[src/sv/wgm_pkg.sv]
package wgm_pkg;

  localparam int MAX_PATTERN_DEF = 32;
  localparam int CHAR_BITS_DEF   = 16;

  localparam int ACT_W  = 2;
  localparam int DATA_W = 16;
  localparam int OUT_W  = 8;

  localparam int STAR_CODE  = 42;
  localparam int QMARK_CODE = 63;

  typedef enum logic [ACT_W-1:0] {
    ACT_APPEND = 2'd0,
    ACT_SOURCE = 2'd1,
    ACT_END    = 2'd2,
    ACT_CLEAR  = 2'd3
  } action_e;

  typedef struct packed {
    logic append;
    logic clear;
  } store_cmd_t;

endpackage

[src/sv/wgm_store.sv]
module wgm_store #(
  parameter int MAX_PATTERN = 32,
  parameter int CHAR_BITS   = 16,
  parameter int LEN_W       = $clog2(MAX_PATTERN + 1)
) (
  input  logic                    clk_i,
  input  logic                    rst_ni,
  input  wgm_pkg::store_cmd_t     cmd_i,
  input  logic [CHAR_BITS-1:0]    char_i,
  output logic [MAX_PATTERN:0]    star_o,
  output logic [MAX_PATTERN:0]    hit_o,
  output logic [LEN_W-1:0]        len_o,
  output logic                    ovf_o
);
  import wgm_pkg::*;

  localparam logic [CHAR_BITS-1:0] STAR  = CHAR_BITS'(STAR_CODE);
  localparam logic [CHAR_BITS-1:0] QMARK = CHAR_BITS'(QMARK_CODE);

  logic [CHAR_BITS-1:0] pat_q [MAX_PATTERN];
  logic [LEN_W-1:0]     len_q;
  logic                 ovf_q;

  // pattern characters, written at the current length
  always_ff @(posedge clk_i) begin
    for (int i = 0; i < MAX_PATTERN; i++) begin
      if (cmd_i.append && len_q == LEN_W'(i)) begin
        pat_q[i] <= char_i;
      end
    end
  end

  always_ff @(posedge clk_i or negedge rst_ni) begin
    if (!rst_ni) begin
      len_q <= '0;
      ovf_q <= 1'b0;
    end else if (cmd_i.clear) begin
      len_q <= '0;
      ovf_q <= 1'b0;
    end else if (cmd_i.append) begin
      if (len_q < LEN_W'(MAX_PATTERN)) begin
        len_q <= len_q + LEN_W'(1);
      end else begin
        ovf_q <= 1'b1;
      end
    end
  end

  // per-position decode against the current source character
  always_comb begin
    star_o = '0;
    hit_o  = '0;
    for (int i = 0; i < MAX_PATTERN; i++) begin
      star_o[i] = (LEN_W'(i) < len_q) && (pat_q[i] == STAR);
      hit_o[i]  = (LEN_W'(i) < len_q) && (pat_q[i] != STAR) &&
                  ((pat_q[i] == QMARK) || (pat_q[i] == char_i));
    end
  end

  assign len_o = len_q;
  assign ovf_o = ovf_q;

endmodule

[src/sv/wgm_step.sv]
module wgm_step #(
  parameter int MAX_PATTERN = 32,
  parameter int LEN_W       = $clog2(MAX_PATTERN + 1)
) (
  input  logic [MAX_PATTERN:0] act_i,
  input  logic [MAX_PATTERN:0] star_i,
  input  logic [MAX_PATTERN:0] hit_i,
  input  logic [LEN_W-1:0]     len_i,
  output logic [MAX_PATTERN:0] next_o,
  output logic                 verdict_o
);
  import wgm_pkg::*;

  localparam int POS = MAX_PATTERN + 1;

  logic [POS-1:0] gen;
  logic [POS-1:0] sum;
  logic [POS-1:0] carry;
  logic [POS-1:0] cur;

  // star closure as a carry chain: stars propagate, active stars generate
  assign gen   = star_i & act_i;
  assign sum   = star_i + gen;
  assign carry = sum ^ star_i ^ gen;
  assign cur   = act_i | carry;

  assign next_o    = (cur & star_i) | {cur[POS-2:0] & hit_i[POS-2:0], 1'b0};
  assign verdict_o = cur[len_i];

endmodule

[src/sv/wildcard_glob_matcher.sv]
// a verdict is offered from the result register, after its end-of-source item has passed the input register
// throughput: one item per cycle unless stalled; set by the combinational star closure carry chain
// the input side stalls only while a verdict waits and the next item is also a verdict
// reset: pattern emptied, overflow flag cleared, only the start position active
// pattern characters reset to unknown and are never read before being written
module wildcard_glob_matcher #(
  parameter int MAX_PATTERN = wgm_pkg::MAX_PATTERN_DEF,
  parameter int CHAR_BITS   = wgm_pkg::CHAR_BITS_DEF
) (
  input  logic                         clk_i,
  input  logic                         rst_ni,
  input  logic                         s_axis_tvalid_i,
  output logic                         s_axis_tready_o,
  input  logic [wgm_pkg::DATA_W-1:0]   s_axis_tdata_i,  // char_value
  input  logic [wgm_pkg::ACT_W-1:0]    s_axis_tuser_i,  // action
  output logic                         m_axis_tvalid_o,
  input  logic                         m_axis_tready_i,
  output logic [wgm_pkg::OUT_W-1:0]    m_axis_tdata_o   // matched, pattern_overflow
);
  import wgm_pkg::*;

  localparam int LEN_W = $clog2(MAX_PATTERN + 1);

  logic                   s1_valid_q;
  action_e                s1_act_q;
  logic [CHAR_BITS-1:0]   s1_char_q;
  logic [31:0]            char_wide;
  logic                   s1_advance;
  logic                   end_fire;
  store_cmd_t             cmd;

  logic [MAX_PATTERN:0]   active_q;
  logic [MAX_PATTERN:0]   star;
  logic [MAX_PATTERN:0]   hit;
  logic [MAX_PATTERN:0]   next_act;
  logic [LEN_W-1:0]       len;
  logic                   ovf;
  logic                   verdict;

  logic                   out_valid_q;
  logic                   matched_q;
  logic                   ovf_out_q;

  assign char_wide = 32'(s_axis_tdata_i);

  assign s1_advance = s1_valid_q &&
                      (s1_act_q != ACT_END || !out_valid_q || m_axis_tready_i);
  assign s_axis_tready_o = !s1_valid_q || s1_advance;
  assign end_fire = s1_advance && s1_act_q == ACT_END;

  assign cmd.append = s1_advance && s1_act_q == ACT_APPEND;
  assign cmd.clear  = s1_advance && s1_act_q == ACT_CLEAR;

  always_ff @(posedge clk_i or negedge rst_ni) begin
    if (!rst_ni) begin
      s1_valid_q <= 1'b0;
    end else if (s_axis_tready_o) begin
      s1_valid_q <= s_axis_tvalid_i;
    end
  end

  always_ff @(posedge clk_i) begin
    if (s_axis_tvalid_i && s_axis_tready_o) begin
      s1_act_q  <= action_e'(s_axis_tuser_i);
      s1_char_q <= char_wide[CHAR_BITS-1:0];
    end
  end

  wgm_store #(
    .MAX_PATTERN (MAX_PATTERN),
    .CHAR_BITS   (CHAR_BITS),
    .LEN_W       (LEN_W)
  ) u_store (
    .clk_i  (clk_i),
    .rst_ni (rst_ni),
    .cmd_i  (cmd),
    .char_i (s1_char_q),
    .star_o (star),
    .hit_o  (hit),
    .len_o  (len),
    .ovf_o  (ovf)
  );

  wgm_step #(
    .MAX_PATTERN (MAX_PATTERN),
    .LEN_W       (LEN_W)
  ) u_step (
    .act_i     (active_q),
    .star_i    (star),
    .hit_i     (hit),
    .len_i     (len),
    .next_o    (next_act),
    .verdict_o (verdict)
  );

  always_ff @(posedge clk_i or negedge rst_ni) begin
    if (!rst_ni) begin
      active_q <= (MAX_PATTERN + 1)'(1);
    end else if (s1_advance) begin
      case (s1_act_q)
        ACT_SOURCE: active_q <= next_act;
        ACT_END:    active_q <= (MAX_PATTERN + 1)'(1);
        ACT_CLEAR:  active_q <= (MAX_PATTERN + 1)'(1);
        default:    active_q <= active_q;
      endcase
    end
  end

  always_ff @(posedge clk_i or negedge rst_ni) begin
    if (!rst_ni) begin
      out_valid_q <= 1'b0;
    end else if (end_fire) begin
      out_valid_q <= 1'b1;
    end else if (m_axis_tready_i) begin
      out_valid_q <= 1'b0;
    end
  end

  always_ff @(posedge clk_i) begin
    if (end_fire) begin
      matched_q <= verdict;
      ovf_out_q <= ovf;
    end
  end

  assign m_axis_tvalid_o = out_valid_q;
  assign m_axis_tdata_o  = {{(OUT_W - 2){1'b0}}, ovf_out_q, matched_q};

  // clear empties the pattern and rearms
  a_clear: assert property (@(posedge clk_i) disable iff (!rst_ni)
    cmd.clear |=> (len == '0) && !ovf && (active_q == (MAX_PATTERN + 1)'(1)))
    else $error("clear did not empty the pattern");

  // no active position lies beyond the pattern end
  a_bound: assert property (@(posedge clk_i) disable iff (!rst_ni)
    ((active_q >> len) >> 1) == '0)
    else $error("active position beyond pattern length");

  // a verdict always lands in the result register and rearms
  a_verdict: assert property (@(posedge clk_i) disable iff (!rst_ni)
    end_fire |=> out_valid_q && (active_q == (MAX_PATTERN + 1)'(1)))
    else $error("verdict lost or matcher not rearmed");

  // input stalls only behind a waiting verdict
  a_stall: assert property (@(posedge clk_i) disable iff (!rst_ni)
    !s_axis_tready_o |-> out_valid_q && !m_axis_tready_i && s1_act_q == ACT_END)
    else $error("input stalled without cause");

endmodule

[config.mk]
export PLATFORM = sky130hd
export DESIGN_NAME = wildcard_glob_matcher
export DESIGN_NICKNAME = d
export VERILOG_FILES = /design/src/sv/wgm_pkg.sv /design/src/sv/wgm_store.sv /design/src/sv/wgm_step.sv /design/src/sv/wildcard_glob_matcher.sv
export SDC_FILE = /design/constraint.sdc
export NUM_CORES = 1
export LEC_CHECK = 0
export BUFFER_PORTS_ARGS = -buffer_cell sky130_fd_sc_hd__buf_2
export CAP_MARGIN = 20
export CORE_MARGIN = 4
export CORE_UTILIZATION = 40
export DETAILED_ROUTE_END_ITERATION = 10
export PLACE_DENSITY_LB_ADDON = 0.08
export SYNTH_ARGS = -nofsm -noshare
export SYNTH_HDL_FRONTEND = slang
export SYNTH_SLANG_ARGS = --single-unit
[constraint.sdc]
create_clock -name clk_i -period 3.7 [get_ports clk_i]
set_input_delay 0.185 -clock clk_i [delete_from_list [all_inputs] [get_ports clk_i]]
set_output_delay 0.185 -clock clk_i [all_outputs]
set_load 0.02 [all_outputs]
-- Word level (Yosys, flattened, before mapping)
Memories as Yosys holds them, arrays and structs flattened.
Cells that the tools add are included.
- add/subtract/negate cells: 2
- order comparisons: 34
- eq/ne operators: 164
- mux-type cells: 168
- bitwise operators: 7
- reduce and logical (&&, ||, !) cells: 211
- operators by type and width (operator ; number):
    == test 16 x 6 -> 1 bit (second input constant) ; 64
    == test 16 bit ; 32
    != test 16 x 6 -> 1 bit (second input constant) ; 32
    2-to-1 mux 16 bit ; 31
    OR reduction 16 bit ; 31
    2-to-1 mux 5 bit ; 31
    logical AND 1 bit ; 133
    2-to-1 mux 1 bit ; 101
    == test 6 x 5 -> 1 bit (second input constant) ; 16
    < comparator 5 x 6 -> 1 bit (first input constant) ; 16
    OR 33 bit ; 2
    case mux 33 bit (2 select lines) ; 1
    == test 6 x 4 -> 1 bit (second input constant) ; 8
    < comparator 4 x 6 -> 1 bit (first input constant) ; 8
    logical OR 1 bit ; 35
    adder 32 x 33 -> 33 bit ; 1
    bitwise AND 32 x 33 -> 33 bit ; 1
    bitwise AND 33 x 32 -> 33 bit ; 1
    bitwise XOR 33 x 32 -> 33 bit ; 1
    bitwise XOR 33 bit ; 1
    bitwise AND 32 bit ; 1
    == test 6 x 3 -> 1 bit (second input constant) ; 4
    < comparator 3 x 6 -> 1 bit (first input constant) ; 4
    2-to-1 mux 6 bit ; 3
    other kinds (17) ; 28
- flip-flop bits (word level): 62
- memory bits (writable): 512
- input bits: 22
- output and inout port bits: 10
- logic and storage cells: 596
- memories kept: 1
- memories (name ; depth ; width ; read ports ; clocked after Yosys merged registers in ; wr ports ; line ; RTL):
    u_store.pat_q ; 32 ; 16 ; 32 ; 0 ; 1 ; wgm_store.sv:20 ; logic [CHAR_BITS-1:0] pat_q [MAX_PATTERN];

-- Depth between registers and ports, before layout
- word-level depth: 40
- depth in mapped cells: 18
- mapped depth without buffers: 17

-- Cells and area by module
From an unflattened synthesis, not the netlist that was laid out.
- cell total of the unflattened synthesis: 2161
- area, all modules: 28564.9 sq um
- by module, submodules not included (module ; times used ; cells an instance ; area an instance (sq um) ; seq. area each (sq um)):
    wgm_store ; 1 ; 1721 ; 24412.2 ; 15549.9
    wildcard_glob_matcher ; 1 ; 121 ; 2078.2 ; 1477.7
    wgm_step ; 1 ; 319 ; 2074.5 ; 0.0

-- Worst setup path after synthesis
No wires, ideal clock.
- path kind: reg-to-reg
- start: reg u_store.len_q[1] (netlist: u_store.len_o[1])
- end: reg matched_q, data pin
- library setup time: 169 ps
- data arrival time: 3822 ps
- required time: 3531 ps
- slack: -291 ps
- stages on the path, launching flop included: 19
- path buffers: 1
- clock period less this slack: 3991 ps
- cells stage by stage: dfrtp_1 buf_6 clkinv_1 ha_1 inv_1 o21ai_0 nor4b_1 ha_1 nor2_1 o41a_1 o21a_1 or3b_2 a21oi_2 nor2_1 or3b_2 nand4_1 a31o_1 a211oi_1 o31ai_1
- word-level cells in the longest chain between the ends: 9
- elaborated cells between the ends (all ways): 71
- those cells by class: add/sub (1); order compare (32); mux (2); bitwise (4); reduce/logical (32)
- ends and longest elaborated chain (item ; line ; RTL):
    start: declaration ; wgm_store.sv:21 ; logic [LEN_W-1:0] len_q;
    start signal: assignment ; wgm_store.sv:42 ; len_q <= len_q + LEN_W'(1);
    < comparator 1 x 6 -> 1 bit (tied with other cells) ; wgm_store.sv:54 ; star_o[i] = (LEN_W'(i) < len_q) && (pat_q[i] == STAR);
    logical AND 1 bit ; wgm_store.sv:54 ;
    bitwise AND 32 x 33 -> 33 bit ; wgm_step.sv:22 ; assign gen = star_i & act_i;
    adder 32 x 33 -> 33 bit ; wgm_step.sv:23 ; assign sum = star_i + gen;
    bitwise XOR 33 x 32 -> 33 bit ; wgm_step.sv:24 ; assign carry = sum ^ star_i ^ gen;
    bitwise XOR 33 bit ; wgm_step.sv:24 ;
    OR 33 bit ; wgm_step.sv:25 ; assign cur = act_i | carry;
    binary-select mux 1 bit (select 6 bit) (*) ; wgm_step.sv:28 ; assign verdict_o = cur[len_i];
    2-to-1 mux 1 bit (implied by the code) (*) ; wgm_step.sv:28 ;
    net u_step.verdict_o ; wgm_step.sv:10 ; output logic verdict_o
    end signal: assignment ; wildcard_glob_matcher.sv:121 ; matched_q <= verdict;
    end: declaration ; wildcard_glob_matcher.sv:41 ; logic matched_q;
The timed path passes the listed nets; every way through them passes the cells marked *. The select of a mux whose other input is x is not followed.
A chain may end at the register's enable or synchronous reset.

==> results.json <==
{
  "gr-usage-all-layers": 0.237,
  "vdd_drop_max_mv": 0.351,
  "drt_wl_total_mm": 94.0,
  "ant_nets": 0,
  "dr.pass1.iters": 5,
  "worstPathCellList": "nor3_1, nand4_1, or4b_4, or3_4, or3_4, nor3_2, a32oi_2, o221ai_2, a21oi_1, a311oi_1, nor4_2, o31ai_1",
  "crit_fanout": 3,
  "ys_seq_elements": 574,
  "maxCapViolations": 0,
  "p_switching_w": 0.00382,
  "vias": 22200,
  "yosysSeqAreaShare": 0.578,
  "cts-root-buf": "clkbuf_16",
  "power.share.sequential": 0.458,
  "min_from": "s_axis_tdata_i[5]",
  "syn_avg_cell_area_sq_um": 12.1,
  "htreeDepth": 3,
  "syn2layout_area_growth_pct": 27.9,
  "crit_arrival_ns": 4.36,
  "p_clk_frac": 0.439,
  "finalCritPeriodShare": 1.06,
  "worstPathRequired_ns": 4.12,
  "highest_layer": "met4",
  "num_rows": 99,
  "ys_async_sr_fraction": 0.0732,
  "leakage_nw": 13.1,
  "clockBufferDepth": 3,
  "ys.flop_type": "edfxtp_1",
  "die_h_microns": 279,
  "clkLatencyLatePin_ns": 0.62,
  "critPathTopFamily": "simple AND/OR/NAND/NOR gates",
  "setup_viol": 3,
  "diodes": 0,
  "intPower_w": 0.0120,
  "status": "complete, but fails checks",
  "nets": 2979,
  "startpoint_type": "register",
  "violations": "setup timing",
  "combPwrFrac": 0.103,
  "grt_setup_unrepaired": "yes",
  "place_congestion": 1.00,
  "grt_pass1_vias": 22800,
  "fin_skew_ns": 0.0257,
  "drive_gt1_frac": 0.258,
  "crit_top_cell": "or3_4",
  "setup-tns-final_ns": -0.372,
  "cts.clk_slew.worst_paths_ns": 0.06,
  "powerDensity_mw_per_mm2": 420,
  "slew_violations": 0,
  "fin_ws_ns": -0.239,
  "portBuffers": 25,
  "yosysWarnings": 0,
  "critPathSlowestCell": "or4b_4",
  "cts_tree": "built",
  "finalCriticalPeriod_ns": 3.94,
  "synth_cell_type_count": 106,
  "route.detailed.drc": 0,
  "pin_count": 32,
  "syn_inst": 2430,
  "core_sq_mm": 0.0730,
  "met1_length_mm": 41.4,
  "initial_core_util": 0.404,
  "crit_type": "register to register",
  "wl_per_cell_microns": 23.7,
  "grt_max_degree": 43,
  "slew_headroom": 0.314,
  "cp_num_buf_inv": 0,
  "die-area_sq_mm": 0.0781,
  "met2_length_mm": 45.6,
  "hp-class": "input pin to register",
  "max_stage_delay_ns": 0.56,
  "drtIter0Drc": 1927,
  "holdWs_ns": 0.268,
  "syn_area_sq_mm": 0.0295,
  "dr_wl_met3_mm": 4.15,
  "vias_per_cell": 5.60,
  "endpoint_kind": "register",
  "cts_buffers": 71,
  "synth-edff-count": 532,
  "critPathLaunch": "u_store.pat_q[0][251]$_DFFE_PP_",
  "fmax_ghz": 0.254,
  "r2r_start": "u_store.pat_q[0][251]$_DFFE_PP_",
  "dieWidth_microns": 279,
  "grt_overflow": 0,
  "tightest_slew_ns": 1.02,
  "antenna_found_initial": 0,
  "dp.final_hpwl_mm": 67.3,
  "grt_pass1_wl_mm": 142,
  "switching_share": 0.241,
  "hold_violations": 0,
  "clkSinkCount": 574
}
==> final timing paths <==
| kind | to | slack [ns] | cells past startpoint |
|---|---|---|---|
| max | matched_q$_DFFE_PP_ | -0.24 | 12 |
| min | s1_char_q[5]$_DFFE_PP_ | 0.27 | 2 |
| max reg2reg | matched_q$_DFFE_PP_ | -0.24 | 12 |
| min reg2reg | ovf_out_q$_DFFE_PP_ | 0.45 | 0 |
| max in group asynchronous | u_store.len_o[3]$_DFFE_PN0P_ | 2.83 | 3 |
| min in group asynchronous | active_q[17]$_DFFE_PN0P_ | 0.31 | 3 |
==> cell usage in the layout, fill, tap and decap left out, types with 13 or more instances in the layout <==
cell type,n
a21oi_1,80
a31oi_1,23
and3_1,13
and4b_1,28
buf_12,30
buf_2,25
buf_4,475
clkbuf_1,14
clkbuf_16,74
dfrtp_1,38
dlygate4sd3_1,21
edfxtp_1,532
inv_1,33
nand2_1,90
nand3_1,31
nand4_1,108
nor2_1,148
nor3_1,78
nor3_2,22
nor4_1,140
o21a_1,14
o21ai_0,59
or2_2,13
or3_1,35
or4_1,13
xnor2_1,227
xor2_1,290
==> registers in the layout (all words and copies together), names as in the netlist <==
| name | count |
|---|---|
| matched_q | 1 |
| s1_act_q | 2 |
| s1_char_q | 16 |
| u_store.len_o | 6 |
| s1_valid_q | 1 |
| active_q | 33 |
| u_store.ovf_o | 1 |
| m_axis_tvalid_o | 1 |
| ovf_out_q | 1 |
| u_store.pat_q | 512 |
==> power groups by stage <==
| stage | clock [W] | sequential [W] | combinational (W) |
|---|---|---|---|
| 2_1_floorplan | 0 | 0.00740 | 0.000810 |
| 5_1_grt | 0.00743 | 0.00726 | 0.00173 |
| 3_3_place_gp | 0 | 0.00739 | 0.00153 |
| 3_5_place_dp | 0 | 0.00739 | 0.00153 |
| 4_1_cts | 0.00715 | 0.00726 | 0.00159 |
| 6_report | 0.00696 | 0.00726 | 0.00163 |
==> area by class of cell <==
class | instances | area, sq um
clock buffer | 87 | 1880
tap | 959 | 1200
timing repair buffer | 562 | 4640
sequential | 574 | 17000
inverter | 35 | 134
clock inverter | 40 | 465
fill | 6394 | 35300
multi-input combinational | 1708 | 12400
==> synthesized netlist by cell type (7+ instances only) <==
master | number | area, sq um
nor4_1 | 147 | 920
buf_4 | 16 | 120
nand2_1 | 92 | 345
o22a_1 | 12 | 105
inv_1 | 33 | 124
o31ai_1 | 12 | 90.1
dfrtp_1 | 41 | 1030
nand4_1 | 108 | 676
nand2b_1 | 13 | 81.3
a31oi_1 | 24 | 150
edfxtp_1 | 532 | 16000
and3_1 | 13 | 81.3
and4_1 | 10 | 87.6
nor2_1 | 152 | 571
or4_1 | 16 | 120
and4b_1 | 28 | 280
a21oi_1 | 91 | 455
nor3_1 | 99 | 495
xnor2_1 | 227 | 1990
or3_1 | 43 | 269
nor4b_1 | 12 | 105
o21ai_0 | 69 | 345
xor2_1 | 290 | 2540
nand3_1 | 32 | 160
o21a_1 | 14 | 105
clkbuf_1 | 68 | 255
nor2b_1 | 12 | 75.1
or2_2 | 13 | 81.3
buf_1 | 25 | 93.8
o21bai_1 | 7 | 52.6
a211oi_1 | 8 | 60.1
==> routing by layer <==
metal  GRT usage  vias up
met3      0.0293      174
li1            -    10300
met4      0.0705        0
met5           0        -
met1       0.320    11200
met2       0.402      584
==> what timing repair did <==
item	CTS	global route
pin swaps	23	21
gates resized for setup	44	66
hold endpoints to repair	61	0
buffers inserted	11	8
hold buffers	21	0
gates cloned	0	1
endpoints found under the setup margin	18	18
==> through the flow <==
stage | instance area, sq um | worst slack, ns | cells | power [W] | utilization
5_1_grt | 37700 | -0.385 | 3965 | 0.0164 | 0.517
3_5_place_dp | 34400 | -0.448 | 3798 | 0.00892 | 0.472
3_3_place_gp | 34400 | -0.415 | 3798 | 0.00892 | 0.472
2_1_floorplan | 29500 | 0.0108 | 2435 | 0.00821 | -
4_1_cts | 37300 | -0.181 | 3957 | 0.0160 | 0.512
6_report | 37700 | -0.239 | 3965 | 0.0158 | 0.517
==> cell families after synthesis <==
group,Yosys count,synth area share
compound gates,343,0.0798
flops,574,0.578
fa+ha+maj,5,0.00212
other cells,1,0.000127
simple gates,836,0.163
mux,1,0.000340
xor+xnor,517,0.154
buf+inv,153,0.0231
==> worst register-to-register path: cells and delay by family, from the launching register on <==
family	cells	cell delay, ns
simple gates	7	2.18
compound gates	5	1.17
flops	1	0.41
No activity file was read; power rests on OpenSTA's default activity.
